## config.mk

```make
export PLATFORM = sky130hd
export DESIGN_NAME = mmhpq_ram
export DESIGN_NICKNAME = d
export VERILOG_FILES = /design/src/design/min_max_heap_priority_queue_assert.svh /design/src/design/mmhpq_ram.sv
export SDC_FILE = /design/constraint.sdc
export NUM_CORES = 1
export LEC_CHECK = 0
export BUFFER_PORTS_ARGS = -buffer_cell sky130_fd_sc_hd__buf_4
export CAP_MARGIN = 40
export CORE_ASPECT_RATIO = 1.1
export CORE_MARGIN = 1.5
export CORE_UTILIZATION = 60
export CTS_CLUSTER_DIAMETER = 120
export DETAILED_ROUTE_END_ITERATION = 10
export PLACE_DENSITY = 0.78
export SKIP_CTS_REPAIR_TIMING = 1
export SYNTH_ARGS = -nofsm -noshare
export SYNTH_HDL_FRONTEND = slang
export SYNTH_SLANG_ARGS = --single-unit
```

## constraint.sdc

```tcl
create_clock -name clk -period 2.1 [get_ports clk]
set_input_delay 0.42 -clock clk [delete_from_list [all_inputs] [get_ports clk]]
set_output_delay 0.42 -clock clk [all_outputs]
set_load 0.005 [all_outputs]
```

## src/design/min_max_heap_priority_queue_assert.svh

```systemverilog
// ----------------------------------------------------------------------------
// min_max_heap_priority_queue_assert
// Assertion macros shared by the min-max heap priority queue.
// ----------------------------------------------------------------------------
`ifndef MIN_MAX_HEAP_PRIORITY_QUEUE_ASSERT_SVH
`define MIN_MAX_HEAP_PRIORITY_QUEUE_ASSERT_SVH

// antecedent implies consequent in the same cycle
`define MMHPQ_AST_NOW(lbl, ante, cons) \
  lbl: assert property (@(posedge clk) disable iff (rst) (ante) |-> (cons)) \
    else $error("mmhpq check failed");

// antecedent implies consequent in the following cycle
`define MMHPQ_AST_NEXT(lbl, ante, cons) \
  lbl: assert property (@(posedge clk) disable iff (rst) (ante) |=> (cons)) \
    else $error("mmhpq check failed");

`endif

```

## src/design/mmhpq_ram.sv

```systemverilog
// ----------------------------------------------------------------------------
// mmhpq_ram
// Simple dual-port synchronous RAM, one write and one registered read port.
// ----------------------------------------------------------------------------
module mmhpq_ram #(
  parameter int DATA_W = 8,
  parameter int ADDR_W = 4
) (
  input  logic              clk,
  input  logic              we,
  input  logic [ADDR_W-1:0] waddr,
  input  logic [DATA_W-1:0] wdata,
  input  logic              re,
  input  logic [ADDR_W-1:0] raddr,
  output logic [DATA_W-1:0] rdata
);

  logic [DATA_W-1:0] mem [2**ADDR_W];

  // write port
  always_ff @(posedge clk) begin
    if (we) mem[waddr] <= wdata;
  end

  // read port
  always_ff @(posedge clk) begin
    if (re) rdata <= mem[raddr];
  end

endmodule

```

# ---- After elaboration in Yosys (flattened, before gate mapping)
# Memories as Yosys holds them, arrays and structs flattened. A register that Yosys moved wholly into a read port is not among the register bits.
# Cells that the tools add are included.
dict set report totals {
  output_inout_bits 8
  mem_bits_rw 128
  input_bits 19
  ff_bits 0
  elab_cells 3
  mem_count 1
}
# memory depth word_bits rd rd_clocked_by_memory_dff write_ports line_no
set mem_list {}
lappend mem_list {mem 16 8 1 1 1 mmhpq_ram.sv:18} ;# logic [DATA_W-1:0] mem [2**ADDR_W];
dict set report op_classes {
  muxes 2
}
# cell n
set op_table {}
lappend op_table {{2-to-1 mux 1 bit} 2}

# ---- Logic depth before layout (Yosys ltp)
dict set report depth {
  depth_word 2
  depth_mapped 5
  mapped_depth_nobuf 3
}

# ---- Least setup slack after synthesis
# OpenSTA, ideal clock, no wires.
dict set report synth_path {
  kind {input -> register}
  startpoint {in waddr[2]}
  endpoint {mem mem[0][0], enable pin}
  setup_slack_ps 187
  arrival_ps 1530
  path_stages 2
  t_required_ps 1717
  cell_sequence {or3b_2 nor3_1}
}
# element line_no
set synth_lines {}
lappend synth_lines {{from (decl)} mmhpq_ram.sv:11} ;# input logic [ADDR_W-1:0] waddr,
lappend synth_lines {{to (decl)} mmhpq_ram.sv:18}
# Straight into the memory's write port.

==> metrics <==
Clock power frac 0.452; combinational share of power 0.047; P_sw 1.26 mW; crit path max fanout 1; CTS buffer count 17; CP startpoint kind flop; setup TNS 0 ns; Ys Warns 0; crit path kind flop to flop; H-tree levels 4; Post-synth top cells edfxtp_1 (136), mux4_2 (18), a22oi_1 (16), mux4_1 (14), nor2_1 (13); cell area after placement 5650 um2; Yosys top cell by area edfxtp_1; Area growth, synth to finish 18.9%; initial core utilization 0.622; first-pass GRT wire length 14.7 mm; worst vdd ir 0.787 mV; register area share after synthesis 0.781; data required time at the worst endpoint 2.37 ns; DR iter-0 viols 236; post-route clock skew 0.00838 ns; switch share 0.205; Die Ht 101 um; post-route cell area 6220 um2; Nets 303; Flop pwr share 0.501; router iterations before antenna repair 4; RePlAce Congestion 0.738; #FFs+latches synth 136; CP Data Arrival Time 1.79 ns; I/O Pins 27; ANT cells 0; synthesized area 5230 um2; PwrDens 988 nW/um2; clock sink count 136; Skew-Pair Late Insertion Delay 0.52 ns; drt via density 6.13; routed wire length per instance 23.5 um; status complete, no violations; share of cells above drive strength 1 0.320; M1 wire length 3.82 mm; PortBufs 26; Pint 4.89 mW; syn nets 248; grt ovf 0; Async SR Flop Fraction 0; vias in the first global route 2,555; Die Footprint 9280 um2; TritonCTS clock tree done; initial antenna violation count 0; min cycle time layout 1.52 ns; Detail Route Antenna Nets 0; Max Clock Freq 656 MHz; Syn Inst Count 229; Worst Hold Class input pin to flop; RSZ-0062 raised after global routing false; crit share post-route 0.726; leakage power 2.11 nW; via count 2,501; Detailed Route WL 9.57 mm; Setup-failing EPs final 0; Max Slew Vio Count 0; crit end category flop; largest net degree at the start of global routing 33; hold path start wdata[0]; Yosys top cell area share 0.781; Final Hold Vio Count 0; Post-synth EDFFs 136; DR top layer met4; slew margin rel. 0.709; row count 35; top-count cell post-synth edfxtp_1; WL met2 4.87 mm; Top FF cell, synth edfxtp_1; Power Total 6.14 mW; Core Area 8410 um2; FF-to-FF Start mem[1][1]; Worst Tran Pin Value 0.436 ns; synth top area cells edfxtp_1 (78%), mux4_2 (7.8%), mux4_1 (7.0%); # Max-Cap Violations 0; GRT Overall Usage 0.229; metal3 WL 676 um; Cell variety after synth 18; Mapped Avg Cell Area 22.8 um2; CTS Buffer Depth 2; register clock-pin slew on the reported worst setup and hold paths 0.06 ns; root buffer cell clkbuf_8; crit path from mem[1][1]; detailed-route DRC error count 0; DP Wirelength 5.79 mm; Die W 92.0 um
worst paths after layout:
check	depth (start not counted)	slack, ns	endpoint
setup / recovery	3	0.58	rdata[1]
hold / removal	1	0.21	mem[2][0]
setup reg to reg	3	0.58	rdata[1]
hold reg to reg	3	0.74	rdata[6]
cells by family (layout without fill, tap and decap cells):
family / count (synthesis) / in the layout / share of synthesized area
compound gates: 16 / 16 / 0.0230
buf+inv: 10 / 78 / 0.0165
flops: 136 / 136 / 0.781
mux: 32 / 32 / 0.148
simple gates: 35 / 35 / 0.0314
layer usage:
metal | up-vias | global-route usage
met4 | 0 | 0.0994
li1 | 1099 | -
met5 | - | 0
met1 | 1271 | 0.308
met2 | 112 | 0.368
met3 | 19 | 0.0528
cell type report:
cell class                 count  area [um2]
clock buffer                  18         418
clock inverter                14         148
fill                         487        2190
multi-input combinational     83        1060
sequential                   136        4080
tap                          111         139
timing repair buffer          46         370
registers in the layout, indices dropped and copies added (netlist names):
name   flops
mem      128
rdata      8
metrics by stage:
| step | hold WS (ns) | util | cells | worst slack, ns |
|---|---|---|---|---|
| 6_report | 0.206 | 0.739 | 408 | 0.575 |
| 4_1_cts | 0.196 | 0.739 | 408 | 0.574 |
| 5_1_grt | 0.207 | 0.739 | 408 | 0.524 |
| 3_5_place_dp | 0.730 | 0.672 | 376 | 0.202 |
| 3_3_place_gp | 0.719 | 0.672 | 376 | 0.197 |
| 2_1_floorplan | 0.519 | - | 229 | 0.187 |
power by group through the flow:
stage / Combinational (mW) / Clock (mW) / Sequential (mW)
5_1_grt: 0.315 / 2.93 / 3.08
3_3_place_gp: 0.284 / 0 / 3.13
4_1_cts: 0.295 / 2.81 / 3.08
6_report: 0.292 / 2.78 / 3.08
2_1_floorplan: 0.154 / 0 / 3.13
3_5_place_dp: 0.293 / 0 / 3.13
cell usage in the layout (no fill, tap or decap), types with 2 or more instances in the layout:
master / n
mux4_1: 14
buf_4: 44
a22oi_1: 16
bufinv_16: 2
nor3_1: 4
buf_12: 2
clkbuf_16: 16
nand3b_1: 2
clkinvlp_4: 4
clkinv_2: 2
nand2b_1: 2
nor2_1: 13
nand2_1: 9
clkinv_4: 2
edfxtp_1: 136
mux4_2: 18
inv_6: 3
worst max-delay path: stages, from the launching register on:
cell and delay [ns]:
edfxtp_1 0.38, mux4_1 0.53, a22oi_1 0.28, nand2_1 0.08
No activity file was read; power rests on OpenSTA's default activity.
