`src/design/min_max_heap_priority_queue_assert.svh`:
```
// ----------------------------------------------------------------------------
// min_max_heap_priority_queue_assert
// Assertion macros shared by the min-max heap priority queue.
// ----------------------------------------------------------------------------
`ifndef MIN_MAX_HEAP_PRIORITY_QUEUE_ASSERT_SVH
`define MIN_MAX_HEAP_PRIORITY_QUEUE_ASSERT_SVH

// antecedent implies consequent in the same cycle
`define MMHPQ_AST_NOW(lbl, ante, cons) \
  lbl: assert property (@(posedge clk) disable iff (rst) (ante) |-> (cons)) \
    else $error("mmhpq check failed");

// antecedent implies consequent in the following cycle
`define MMHPQ_AST_NEXT(lbl, ante, cons) \
  lbl: assert property (@(posedge clk) disable iff (rst) (ante) |=> (cons)) \
    else $error("mmhpq check failed");

`endif

```
`src/design/mmhpq_pkg.sv`:
```
// ----------------------------------------------------------------------------
// mmhpq_pkg
// Types, constants and helper functions of the min-max heap priority queue.
// ----------------------------------------------------------------------------
package mmhpq_pkg;

  localparam int CAPACITY = 1023;
  localparam int PRIO_W   = 31;
  localparam int TAG_W    = 16;
  localparam int COUNT_W  = 10;
  localparam int ADDR_W   = 10;
  localparam int CAND_W   = ADDR_W + 2;
  localparam int NUM_CAND = 6;

  // request codes
  localparam logic [1:0] REQ_INSERT  = 2'd0;
  localparam logic [1:0] REQ_POP_MIN = 2'd1;
  localparam logic [1:0] REQ_POP_MAX = 2'd2;
  localparam logic [1:0] REQ_UNUSED  = 2'd3;

  // status codes
  localparam logic [1:0] ST_DONE  = 2'd0;
  localparam logic [1:0] ST_EMPTY = 2'd1;
  localparam logic [1:0] ST_FULL  = 2'd2;

  typedef struct packed {
    logic [1:0]        req_type;
    logic [PRIO_W-1:0] priority_req;
    logic [TAG_W-1:0]  tag;
  } req_t;

  typedef struct packed {
    logic [1:0]         status;
    logic [PRIO_W-1:0]  popped_priority;
    logic [TAG_W-1:0]   popped_tag;
    logic [COUNT_W-1:0] entry_count;
    logic [PRIO_W-1:0]  current_min;
    logic [PRIO_W-1:0]  current_max;
    logic               is_empty;
  } rsp_t;

  typedef struct packed {
    logic [PRIO_W-1:0] prio;
    logic [TAG_W-1:0]  tag;
  } entry_t;

  typedef struct packed {
    logic              we;
    logic [ADDR_W-1:0] waddr;
    entry_t            wdata;
    logic              re;
    logic [ADDR_W-1:0] raddr;
  } mem_cmd_t;

  typedef enum logic [4:0] {
    S_IDLE, S_UP_PAR, S_UP_GP, S_UP_GC, S_WR_FIN,
    S_POP_M2, S_POP_M3, S_POP_TAKE, S_POP_LAST,
    S_TD_SCAN, S_TD_DEC, S_TD_PAR,
    S_FIN, S_F1, S_F2, S_F3, S_RES
  } state_t;

  // true when the position sits on a min level (even tree level)
  function automatic logic on_min_level(input logic [ADDR_W-1:0] pos);
    logic [$clog2(ADDR_W)-1:0] lvl;
    lvl = '0;
    for (int b = 0; b < ADDR_W; b++) begin
      if (pos[b]) lvl = ($clog2(ADDR_W))'(b);
    end
    return ~lvl[0];
  endfunction

  // a wins over b in the given direction
  function automatic logic beats(input logic [PRIO_W-1:0] a, input logic [PRIO_W-1:0] b,
                                 input logic maxdir);
    return maxdir ? (a > b) : (a < b);
  endfunction

endpackage

```
`src/design/mmhpq_ctrl.sv`:
```
// ----------------------------------------------------------------------------
// mmhpq_ctrl
// Sequencer that runs bubble-up, pop and trickle-down over the heap memory.
// ----------------------------------------------------------------------------
module mmhpq_ctrl (
  input  logic                         clk,
  input  logic                         rst,
  input  logic                         start,
  input  mmhpq_pkg::req_t              req,
  output logic                         busy,
  output logic                         done,
  output mmhpq_pkg::rsp_t              rsp,
  output mmhpq_pkg::mem_cmd_t          mem_cmd,
  input  mmhpq_pkg::entry_t            rdata
);

  mmhpq_pkg::state_t state, state_next;

  logic [mmhpq_pkg::COUNT_W-1:0] count, count_next;
  logic [mmhpq_pkg::ADDR_W-1:0]  hole, hole_next;
  logic [mmhpq_pkg::ADDR_W-1:0]  idx, idx_next;
  logic [mmhpq_pkg::ADDR_W-1:0]  pend_addr, pend_addr_next;
  logic [mmhpq_pkg::ADDR_W-1:0]  best_addr, best_addr_next;
  mmhpq_pkg::entry_t             cur, cur_next;
  mmhpq_pkg::entry_t             best, best_next;
  mmhpq_pkg::entry_t             popped, popped_next;
  logic                          maxdir, maxdir_next;
  logic                          pend, pend_next;
  logic                          best_valid, best_valid_next;
  logic [2:0]                    k, k_next;
  logic [1:0]                    status, status_next;
  logic [mmhpq_pkg::PRIO_W-1:0]  mn, mn_next, mx, mx_next;

  // shared decisions
  logic [mmhpq_pkg::CAND_W-1:0]  hx, cand;
  logic                          cand_ok;
  logic                          full, td_win, td_child, up_swap, mlvl;
  logic                          gp_zero, up_g_beats, td_par_swap, pop_trickle;
  logic [mmhpq_pkg::COUNT_W-1:0] count_dec;

  always_comb begin
    hx = mmhpq_pkg::CAND_W'(hole);
    case (k)
      3'd0:    cand = hx << 1;
      3'd1:    cand = (hx << 1) | mmhpq_pkg::CAND_W'(1);
      3'd2:    cand = hx << 2;
      3'd3:    cand = (hx << 2) | mmhpq_pkg::CAND_W'(1);
      3'd4:    cand = (hx << 2) | mmhpq_pkg::CAND_W'(2);
      3'd5:    cand = (hx << 2) | mmhpq_pkg::CAND_W'(3);
      default: cand = '0;
    endcase
    cand_ok     = (k < 3'(mmhpq_pkg::NUM_CAND)) && (cand <= mmhpq_pkg::CAND_W'(count));
    full        = count >= mmhpq_pkg::COUNT_W'(mmhpq_pkg::CAPACITY);
    td_win      = best_valid && mmhpq_pkg::beats(best.prio, cur.prio, maxdir);
    td_child    = {1'b0, best_addr} <= {hole, 1'b1};
    mlvl        = mmhpq_pkg::on_min_level(hole);
    up_swap     = mlvl ? (cur.prio > rdata.prio) : (cur.prio < rdata.prio);
    gp_zero     = (hole >> 2) == '0;
    up_g_beats  = mmhpq_pkg::beats(cur.prio, rdata.prio, maxdir);
    td_par_swap = mmhpq_pkg::beats(rdata.prio, cur.prio, maxdir);
    count_dec   = count - mmhpq_pkg::COUNT_W'(1);
    pop_trickle = mmhpq_pkg::COUNT_W'(idx) <= count_dec;
  end

  // next state
  always_comb begin
    state_next = state;
    unique case (state)
      mmhpq_pkg::S_IDLE: begin
        if (start) begin
          if (req.req_type == mmhpq_pkg::REQ_INSERT) begin
            if (full) state_next = mmhpq_pkg::S_FIN;
            else if (count == '0) state_next = mmhpq_pkg::S_WR_FIN;
            else state_next = mmhpq_pkg::S_UP_PAR;
          end else if (req.req_type == mmhpq_pkg::REQ_POP_MIN ||
                       req.req_type == mmhpq_pkg::REQ_POP_MAX) begin
            if (count == '0) state_next = mmhpq_pkg::S_FIN;
            else if (req.req_type == mmhpq_pkg::REQ_POP_MIN || count == 1)
              state_next = mmhpq_pkg::S_POP_TAKE;
            else state_next = mmhpq_pkg::S_POP_M2;
          end else begin
            state_next = mmhpq_pkg::S_FIN;
          end
        end
      end
      mmhpq_pkg::S_UP_PAR:   state_next = mmhpq_pkg::S_UP_GP;
      mmhpq_pkg::S_UP_GP:    state_next = gp_zero ? mmhpq_pkg::S_WR_FIN : mmhpq_pkg::S_UP_GC;
      mmhpq_pkg::S_UP_GC:    state_next = up_g_beats ? mmhpq_pkg::S_UP_GP : mmhpq_pkg::S_WR_FIN;
      mmhpq_pkg::S_WR_FIN:   state_next = mmhpq_pkg::S_FIN;
      mmhpq_pkg::S_POP_M2:   state_next = (count >= 3) ? mmhpq_pkg::S_POP_M3
                                                       : mmhpq_pkg::S_POP_LAST;
      mmhpq_pkg::S_POP_M3:   state_next = mmhpq_pkg::S_POP_LAST;
      mmhpq_pkg::S_POP_TAKE: state_next = mmhpq_pkg::S_POP_LAST;
      mmhpq_pkg::S_POP_LAST: state_next = pop_trickle ? mmhpq_pkg::S_TD_SCAN : mmhpq_pkg::S_FIN;
      mmhpq_pkg::S_TD_SCAN:  state_next = cand_ok ? mmhpq_pkg::S_TD_SCAN : mmhpq_pkg::S_TD_DEC;
      mmhpq_pkg::S_TD_DEC: begin
        if (!td_win) state_next = mmhpq_pkg::S_FIN;
        else if (td_child) state_next = mmhpq_pkg::S_WR_FIN;
        else state_next = mmhpq_pkg::S_TD_PAR;
      end
      mmhpq_pkg::S_TD_PAR:   state_next = mmhpq_pkg::S_TD_SCAN;
      mmhpq_pkg::S_FIN:      state_next = (count != '0) ? mmhpq_pkg::S_F1 : mmhpq_pkg::S_RES;
      mmhpq_pkg::S_F1:       state_next = (count >= 2) ? mmhpq_pkg::S_F2 : mmhpq_pkg::S_RES;
      mmhpq_pkg::S_F2:       state_next = (count >= 3) ? mmhpq_pkg::S_F3 : mmhpq_pkg::S_RES;
      mmhpq_pkg::S_F3:       state_next = mmhpq_pkg::S_RES;
      mmhpq_pkg::S_RES:      state_next = mmhpq_pkg::S_IDLE;
      default:               state_next = mmhpq_pkg::S_IDLE;
    endcase
  end

  // datapath and memory commands
  always_comb begin
    count_next      = count;
    hole_next       = hole;
    idx_next        = idx;
    pend_addr_next  = pend_addr;
    best_addr_next  = best_addr;
    cur_next        = cur;
    best_next       = best;
    popped_next     = popped;
    maxdir_next     = maxdir;
    pend_next       = pend;
    best_valid_next = best_valid;
    k_next          = k;
    status_next     = status;
    mn_next         = mn;
    mx_next         = mx;
    mem_cmd         = '0;
    mem_cmd.wdata   = cur;
    unique case (state)
      mmhpq_pkg::S_IDLE: begin
        if (start) begin
          status_next = mmhpq_pkg::ST_DONE;
          popped_next = '0;
          cur_next    = '{prio: req.priority_req, tag: req.tag};
          if (req.req_type == mmhpq_pkg::REQ_INSERT) begin
            if (full) begin
              status_next = mmhpq_pkg::ST_FULL;
            end else begin
              count_next    = count + mmhpq_pkg::COUNT_W'(1);
              hole_next     = mmhpq_pkg::ADDR_W'(count + mmhpq_pkg::COUNT_W'(1));
              mem_cmd.re    = 1'b1;
              mem_cmd.raddr = mmhpq_pkg::ADDR_W'((count + mmhpq_pkg::COUNT_W'(1)) >> 1);
            end
          end else if (req.req_type == mmhpq_pkg::REQ_POP_MIN ||
                       req.req_type == mmhpq_pkg::REQ_POP_MAX) begin
            if (count == '0) begin
              status_next = mmhpq_pkg::ST_EMPTY;
            end else if (req.req_type == mmhpq_pkg::REQ_POP_MIN || count == 1) begin
              idx_next      = mmhpq_pkg::ADDR_W'(1);
              mem_cmd.re    = 1'b1;
              mem_cmd.raddr = mmhpq_pkg::ADDR_W'(1);
            end else begin
              mem_cmd.re    = 1'b1;
              mem_cmd.raddr = mmhpq_pkg::ADDR_W'(2);
            end
          end
        end
      end
      // parent compare decides which level kind to climb
      mmhpq_pkg::S_UP_PAR: begin
        if (up_swap) begin
          mem_cmd.we    = 1'b1;
          mem_cmd.waddr = hole;
          mem_cmd.wdata = rdata;
          hole_next     = hole >> 1;
          maxdir_next   = mlvl;
        end else begin
          maxdir_next   = ~mlvl;
        end
      end
      mmhpq_pkg::S_UP_GP: begin
        if (!gp_zero) begin
          mem_cmd.re    = 1'b1;
          mem_cmd.raddr = hole >> 2;
        end
      end
      mmhpq_pkg::S_UP_GC: begin
        if (up_g_beats) begin
          mem_cmd.we    = 1'b1;
          mem_cmd.waddr = hole;
          mem_cmd.wdata = rdata;
          hole_next     = hole >> 2;
        end
      end
      mmhpq_pkg::S_WR_FIN: begin
        mem_cmd.we    = 1'b1;
        mem_cmd.waddr = hole;
      end
      // pop-max picks the larger of positions 2 and 3
      mmhpq_pkg::S_POP_M2: begin
        best_next  = rdata;
        mem_cmd.re = 1'b1;
        if (count >= 3) begin
          mem_cmd.raddr = mmhpq_pkg::ADDR_W'(3);
        end else begin
          idx_next      = mmhpq_pkg::ADDR_W'(2);
          popped_next   = rdata;
          mem_cmd.raddr = mmhpq_pkg::ADDR_W'(count);
        end
      end
      mmhpq_pkg::S_POP_M3: begin
        if (best.prio < rdata.prio) begin
          idx_next    = mmhpq_pkg::ADDR_W'(3);
          popped_next = rdata;
        end else begin
          idx_next    = mmhpq_pkg::ADDR_W'(2);
          popped_next = best;
        end
        mem_cmd.re    = 1'b1;
        mem_cmd.raddr = mmhpq_pkg::ADDR_W'(count);
      end
      mmhpq_pkg::S_POP_TAKE: begin
        popped_next   = rdata;
        mem_cmd.re    = 1'b1;
        mem_cmd.raddr = mmhpq_pkg::ADDR_W'(count);
      end
      // last entry fills the hole
      mmhpq_pkg::S_POP_LAST: begin
        cur_next        = rdata;
        count_next      = count_dec;
        hole_next       = idx;
        maxdir_next     = ~mmhpq_pkg::on_min_level(idx);
        k_next          = '0;
        pend_next       = 1'b0;
        best_valid_next = 1'b0;
      end
      // scan children then grandchildren, one read per cycle
      mmhpq_pkg::S_TD_SCAN: begin
        if (pend && (!best_valid || mmhpq_pkg::beats(rdata.prio, best.prio, maxdir))) begin
          best_next       = rdata;
          best_addr_next  = pend_addr;
          best_valid_next = 1'b1;
        end
        pend_next = cand_ok;
        if (cand_ok) begin
          mem_cmd.re     = 1'b1;
          mem_cmd.raddr  = cand[mmhpq_pkg::ADDR_W-1:0];
          pend_addr_next = cand[mmhpq_pkg::ADDR_W-1:0];
          k_next         = k + 3'd1;
        end
      end
      mmhpq_pkg::S_TD_DEC: begin
        mem_cmd.we    = 1'b1;
        mem_cmd.waddr = hole;
        if (td_win) begin
          mem_cmd.wdata = best;
          hole_next     = best_addr;
          if (!td_child) begin
            mem_cmd.re    = 1'b1;
            mem_cmd.raddr = best_addr >> 1;
          end
        end
      end
      // grandchild step: parent of the new hole may swap with the mover
      mmhpq_pkg::S_TD_PAR: begin
        if (td_par_swap) begin
          mem_cmd.we    = 1'b1;
          mem_cmd.waddr = hole >> 1;
          cur_next      = rdata;
        end
        k_next          = '0;
        pend_next       = 1'b0;
        best_valid_next = 1'b0;
      end
      // read the top three positions for min and max
      mmhpq_pkg::S_FIN: begin
        mn_next = '0;
        mx_next = '0;
        if (count != '0) begin
          mem_cmd.re    = 1'b1;
          mem_cmd.raddr = mmhpq_pkg::ADDR_W'(1);
        end
      end
      mmhpq_pkg::S_F1: begin
        mn_next = rdata.prio;
        mx_next = rdata.prio;
        if (count >= 2) begin
          mem_cmd.re    = 1'b1;
          mem_cmd.raddr = mmhpq_pkg::ADDR_W'(2);
        end
      end
      mmhpq_pkg::S_F2: begin
        mx_next = rdata.prio;
        if (count >= 3) begin
          mem_cmd.re    = 1'b1;
          mem_cmd.raddr = mmhpq_pkg::ADDR_W'(3);
        end
      end
      mmhpq_pkg::S_F3: begin
        if (rdata.prio > mx) mx_next = rdata.prio;
      end
      mmhpq_pkg::S_RES: begin
      end
      default: begin
      end
    endcase
  end

  // result word
  always_comb begin
    busy                = state != mmhpq_pkg::S_IDLE;
    done                = state == mmhpq_pkg::S_RES;
    rsp.status          = status;
    rsp.popped_priority = popped.prio;
    rsp.popped_tag      = popped.tag;
    rsp.entry_count     = count;
    rsp.current_min     = mn;
    rsp.current_max     = mx;
    rsp.is_empty        = count == '0;
  end

  // control registers
  always_ff @(posedge clk) begin
    if (rst) begin
      state <= mmhpq_pkg::S_IDLE;
      count <= '0;
    end else begin
      state <= state_next;
      count <= count_next;
    end
  end

  // working registers
  always_ff @(posedge clk) begin
    hole       <= hole_next;
    idx        <= idx_next;
    pend_addr  <= pend_addr_next;
    best_addr  <= best_addr_next;
    cur        <= cur_next;
    best       <= best_next;
    popped     <= popped_next;
    maxdir     <= maxdir_next;
    pend       <= pend_next;
    best_valid <= best_valid_next;
    k          <= k_next;
    status     <= status_next;
    mn         <= mn_next;
    mx         <= mx_next;
  end

endmodule

```
`config.mk`:
```
export PLATFORM = sky130hd
export DESIGN_NAME = mmhpq_ctrl
export DESIGN_NICKNAME = d
export VERILOG_FILES = /design/src/design/min_max_heap_priority_queue_assert.svh /design/src/design/mmhpq_pkg.sv /design/src/design/mmhpq_ctrl.sv
export SDC_FILE = /design/constraint.sdc
export NUM_CORES = 1
export LEC_CHECK = 0
export ABC_AREA = 0
export BUFFER_PORTS_ARGS = -buffer_cell sky130_fd_sc_hd__buf_4
export CORE_MARGIN = 8
export CORE_UTILIZATION = 50
export DETAILED_ROUTE_END_ITERATION = 8
export GPL_TIMING_DRIVEN = 1
export PLACE_DENSITY = 0.86
export RECOVER_POWER = 100
export SLEW_MARGIN = 40
export SYNTH_ARGS = -nofsm -noshare
export SYNTH_HDL_FRONTEND = slang
export SYNTH_SLANG_ARGS = --single-unit
export TNS_END_PERCENT = 30
```
`constraint.sdc`:
```
create_clock -name clk -period 4.94 [get_ports clk]
set_input_delay 0.247 -clock clk [delete_from_list [all_inputs] [get_ports clk]]
set_output_delay 0.247 -clock clk [all_outputs]
set_load 0.05 [all_outputs]
```
# Word-level counts from Yosys, hierarchy flattened
# Cells that the tools add are included.
# classes
n_shift	0
n_reduce_logical	40
div	0
n_lt_le_gt_ge	17
mux	101
eq_ne	39
bitwise_logic	1
mul	0
addsub	3
# ops
cell	count
$mux W47	6
$pmux W47 S3	2
$pmux W47 S4	1
$mux W58	3
$gt A31 B31 Y1	5
$lt A31 B31 Y1	5
$mux W11	12
$mux W10	13
$pmux W11 S9	1
$pmux W47 S2	1
$pmux W31 S3	1
$pmux W5 S15	1
$pmux W12 S6	1
$pmux W31 S2	1
$pmux W10 S5	1
$pmux W11 S4	1
$eq A5 B4 Y1 const B	8
$mux W31	1
$mux W5	6
$ne A2 B2 Y1 const B	15
$pmux W10 S3	1
$mux W1	28
$eq A5 B3 Y1 const B	4
$ge A10 B2 Y1 const B	2
other kinds (41)	81
# totals
register_bits	266
latch_bits	0
n_memories	0
elab_cells	220
out_inout_bits	193
ramBits	0
input_bits	99
rom_bits	0

# Logic depth before layout (Yosys ltp)
# logic_depth
word_depth	12
depth_mapped	17
ltp_nobuf	15

# Least setup slack after synthesis
# Ideal clock, no wire load.
# synth_timing
path_type	flip-flop to flip-flop
startpoint	register cur[46] in the netlist's numbering
endpoint	register cur[0] in the netlist's numbering, enable pin
arrival_time_ns	4.445
setup_time_ns	0.472
synth_period_minus_slack_ns	4.917
setup_slack_ns	0.023
n_path_buf	1
stages_incl_launch_ff	11
required_ns	4.468
path_cell_list	edfxtp_1 -> inv_1 -> ha_1 -> nand4_1 -> nor4_2 -> o2111ai_1 -> o211ai_1 -> or2_1 -> buf_2 -> mux2_2 -> a22oi_1
# synth_via
elab_chain_len	4
word_cells_on_any_way	5
classes_between	order compare: 2; eq/ne: 1; mux: 1; reduce/logical: 1
# synth_rtl
item	line_no	source
start: declaration	mmhpq_ctrl.sv:24	mmhpq_pkg::entry_t cur, cur_next;
start signal: assignment	mmhpq_ctrl.sv:330	cur <= cur_next;
$lt A31 B31 Y1 or $gt A31 B31 Y1 (tied branches)	mmhpq_pkg.sv:75	return maxdir ? (a > b) : (a < b);
$mux W1 *	mmhpq_pkg.sv:75	
$ne A2 B2 Y1 (no source line) *	-	
$reduce_and A3 Y1 (no source line) *	-	
# Every way passes the cells marked *; elsewhere a longest branch is shown, timed or not.
# A chain may end at the register's enable or synchronous reset.

==> flow_summary.json <==
{
  "min_path_type": "input pin to register",
  "pre_cts_ws_ns": 0.693,
  "path_clk_slew_ns": 0.06,
  "cts_buffers": 29,
  "ys_warn_count": 0,
  "overflow": 0,
  "cts-root-buf": "clkbuf_16",
  "critPathRequiredTime_ns": 4.69,
  "netlist_top_cells_count": "edfxtp_1, nand2_1, ha_1",
  "drc_errors": 0,
  "cp_slowest_cell": "edfxtp_1",
  "yosys.area.top_type_share": 0.451,
  "min_period_over_period": 0.959,
  "grt_usage": 0.289,
  "cts.sinks": 258,
  "cp-end-kind": "output pin",
  "instances_no_fill": 2350,
  "antenna_found_initial": 1,
  "boundaryPins": 292,
  "wl_per_cell_um": 24.7,
  "yosysSeqAreaShare": 0.469,
  "fp.dieH_um": 196,
  "cp_common_cell": "inv_1",
  "setup_slack_ns": 0.202,
  "core_mm2": 0.0322,
  "grt_max_degree": 58,
  "nets": 2174,
  "syn-num-nets": 1820,
  "cpPeakStageDelay_ns": 0.51,
  "drt_pass1_iterations": 7,
  "start_kind": "register",
  "fin_crit_ns": 4.74,
  "place.gp.congestion": 0.984,
  "hold_viol": 0,
  "cap_violations": 0,
  "synth_area_mm2": 0.0162,
  "areaGrowthSynthToFinish_pct": 23.8,
  "cp_cell_sequence": "inv_1 -> ha_1 -> inv_1 -> a31oi_2 -> a22oi_1 -> nor2_1 -> ha_1 -> nand4_1 -> nor3_1 -> nand3_1 -> a32oi_1 -> o21ai_0 -> or2_4 -> inv_1 -> a221o_1 -> buf_4",
  "critPathArrivalTime_ns": 4.49,
  "fp-row-count": 66,
  "syn_inst": 1566,
  "ir_drop_mv": 0.639,
  "clkLatencyLatePin_ns": 0.56,
  "drive_above_1_share": 0.121,
  "skew_ns": 0.0152,
  "yosysMostFrequentCell": "edfxtp_1",
  "cp_max_fo": 10,
  "antenna_left": 0,
  "dp_cells": 2203,
  "ys_seq_elements": 258,
  "slew_viol_final": 0,
  "synth_area_leaders": "edfxtp_1, ha_1, nand2_1, a221o_1, a22o_1",
  "syn_avg_cell_area_um2": 10.3,
  "slew-limit-headroom": 0.417,
  "cellPowerDensity_mw_per_mm2": 660,
  "p_leak_nw": 8.26,
  "status": "finished, final reports clean",
  "grt_pass1_wl_um": 88200,
  "io_buffers": 291,
  "die_w_um": 196,
  "drt_iter0_markers": 1618,
  "synth_cell_types": 68,
  "synth-edff-count": 243,
  "first_global_vias": 15200,
  "yosysTopAreaCell": "edfxtp_1",
  "clk_path_buf_depth": 3,
  "vias_per_cell": 6.41,
  "synthFlopType": "edfxtp_1",
  "cts_tree": "built",
  "cts_max_level": 1,
  "dieArea_mm2": 0.0384,
  "hpwl_um": 39200,
  "finalSetupViolCount": 0,
  "wl_um": 58100,
  "vias": 15100,
  "critPathKind": "register to output pin",
  "initial_core_util": 0.503,
  "worstMarginPinSlew_ns": 0.853,
  "synthArstFlopShare": 0,
  "clock.fmax_mhz": 211
}
[final timing paths]
kind	from	end	slack (ns)	cells after the start
setup / recovery	k[2]$_SDFFCE_PN0P_	mem_cmd[0]	0.20	16
hold reg to reg	pend_addr[1]$_DFFE_PP_	best_addr[1]$_DFFE_PP_	0.42	0
setup reg to reg	k[2]$_SDFFCE_PN0P_	pend_addr[9]$_DFFE_PP_	0.91	15
hold / removal	req[12]	cur[12]$_DFFE_PP_	0.006	3
[power by group]
part,internal [mW],switching (mW)
combinational,2.18,5.21
clock,1.12,0.931
sequential,3.21,0.583
total,6.51,6.72
[per-layer routing]
metal	vias to the layer above	GRT usage	routed length (um)
li1	6608	-	-
met1	7178	0.367	22200
met2	1091	0.488	27500
met3	187	0.0446	6060
met4	0	0.119	2390
met5	-	0	0
[cell type report]
class | count | area (um^2)
Sequential cell | 258 | 7600
Timing Repair Buffer | 409 | 2670
Antenna cell | 1 | 2.50
Multi-Input combinational cell | 1092 | 7900
Clock inverter | 22 | 149
Clock buffer | 30 | 729
Fill cell | 2671 | 12200
Tap cell | 408 | 510
Inverter | 130 | 488
[cell usage in the layout (no fill, tap or decap), types with 6 or more instances in the layout]
| cell | instances |
|---|---|
| ha_1 | 155 |
| dfxtp_1 | 15 |
| a21o_1 | 28 |
| clkinv_2 | 7 |
| o21a_1 | 10 |
| and2_1 | 64 |
| o211ai_1 | 8 |
| inv_1 | 128 |
| nor4_1 | 11 |
| a31oi_1 | 8 |
| a21oi_1 | 56 |
| and3_1 | 6 |
| a32o_1 | 48 |
| nor2b_1 | 12 |
| a22oi_1 | 15 |
| clkinv_1 | 8 |
| nor3_1 | 18 |
| a211oi_1 | 9 |
| nand4_1 | 32 |
| nand2b_1 | 8 |
| nand3_1 | 29 |
| nand2_1 | 208 |
| nor2_1 | 83 |
| xnor2_1 | 14 |
| buf_4 | 151 |
| a22o_1 | 56 |
| edfxtp_1 | 243 |
| mux2i_1 | 8 |
| a221o_1 | 55 |
| a2111oi_0 | 6 |
| dlygate4sd3_1 | 87 |
| o221ai_1 | 6 |
| o21ai_0 | 47 |
| clkbuf_16 | 29 |
| clkbuf_1 | 170 |
[per-stage QoR]
| stage | hold slack [ns] | util | power (mW) | area, um^2 | setup TNS, ns |
|---|---|---|---|---|---|
| 2_1_floorplan | 0.346 | - | 8.77 | 16200 | 0 |
| 3_3_place_gp | 0.404 | 0.583 | 10.9 | 18800 | 0 |
| 3_5_place_dp | 0.405 | 0.585 | 11.1 | 18800 | 0 |
| 4_1_cts | 0.0000207 | 0.639 | 13.2 | 20600 | 0 |
| 5_1_grt | 0.0149 | 0.622 | 13.8 | 20000 | -0.0439 |
| 6_report | 0.00623 | 0.622 | 13.2 | 20000 | 0 |
[cells by family after synthesis]
logic type	share of synthesized area
flops	0.469
xor+xnor	0.00866
simple gates	0.148
buf+inv	0.0525
mux	0.00796
compound gates	0.194
fa+ha+maj	0.120
[sequential cells by signal, summed over array words and instances (netlist names)]
signal,flops
best,47
count,10
state,5
idx,2
best_valid,1
status,2
pend,1
k,3
rsp,47
cur,47
best_addr,10
hole,10
mx,31
maxdir,1
pend_addr,10
mn,31
[repair_timing]
item | CTS | global route
setup endpoints to repair | 0 | 41
endpoints found under the hold margin | 96 | 0
gates resized for setup | 0 | 5
hold buffers | 87 | 0
setup buffers | 0 | 6
[critical path: cells and delay by family (launching register included)]
family / cells / cell delay (ns)
AOI/OAI and AO/OA: 5 / 1.56
adders and majority gates: 2 / 0.52
buffers and inverters: 4 / 0.55
DFF: 1 / 0.51
and+or+nand+nor: 5 / 0.78
(Power assumes the default switching activity.)
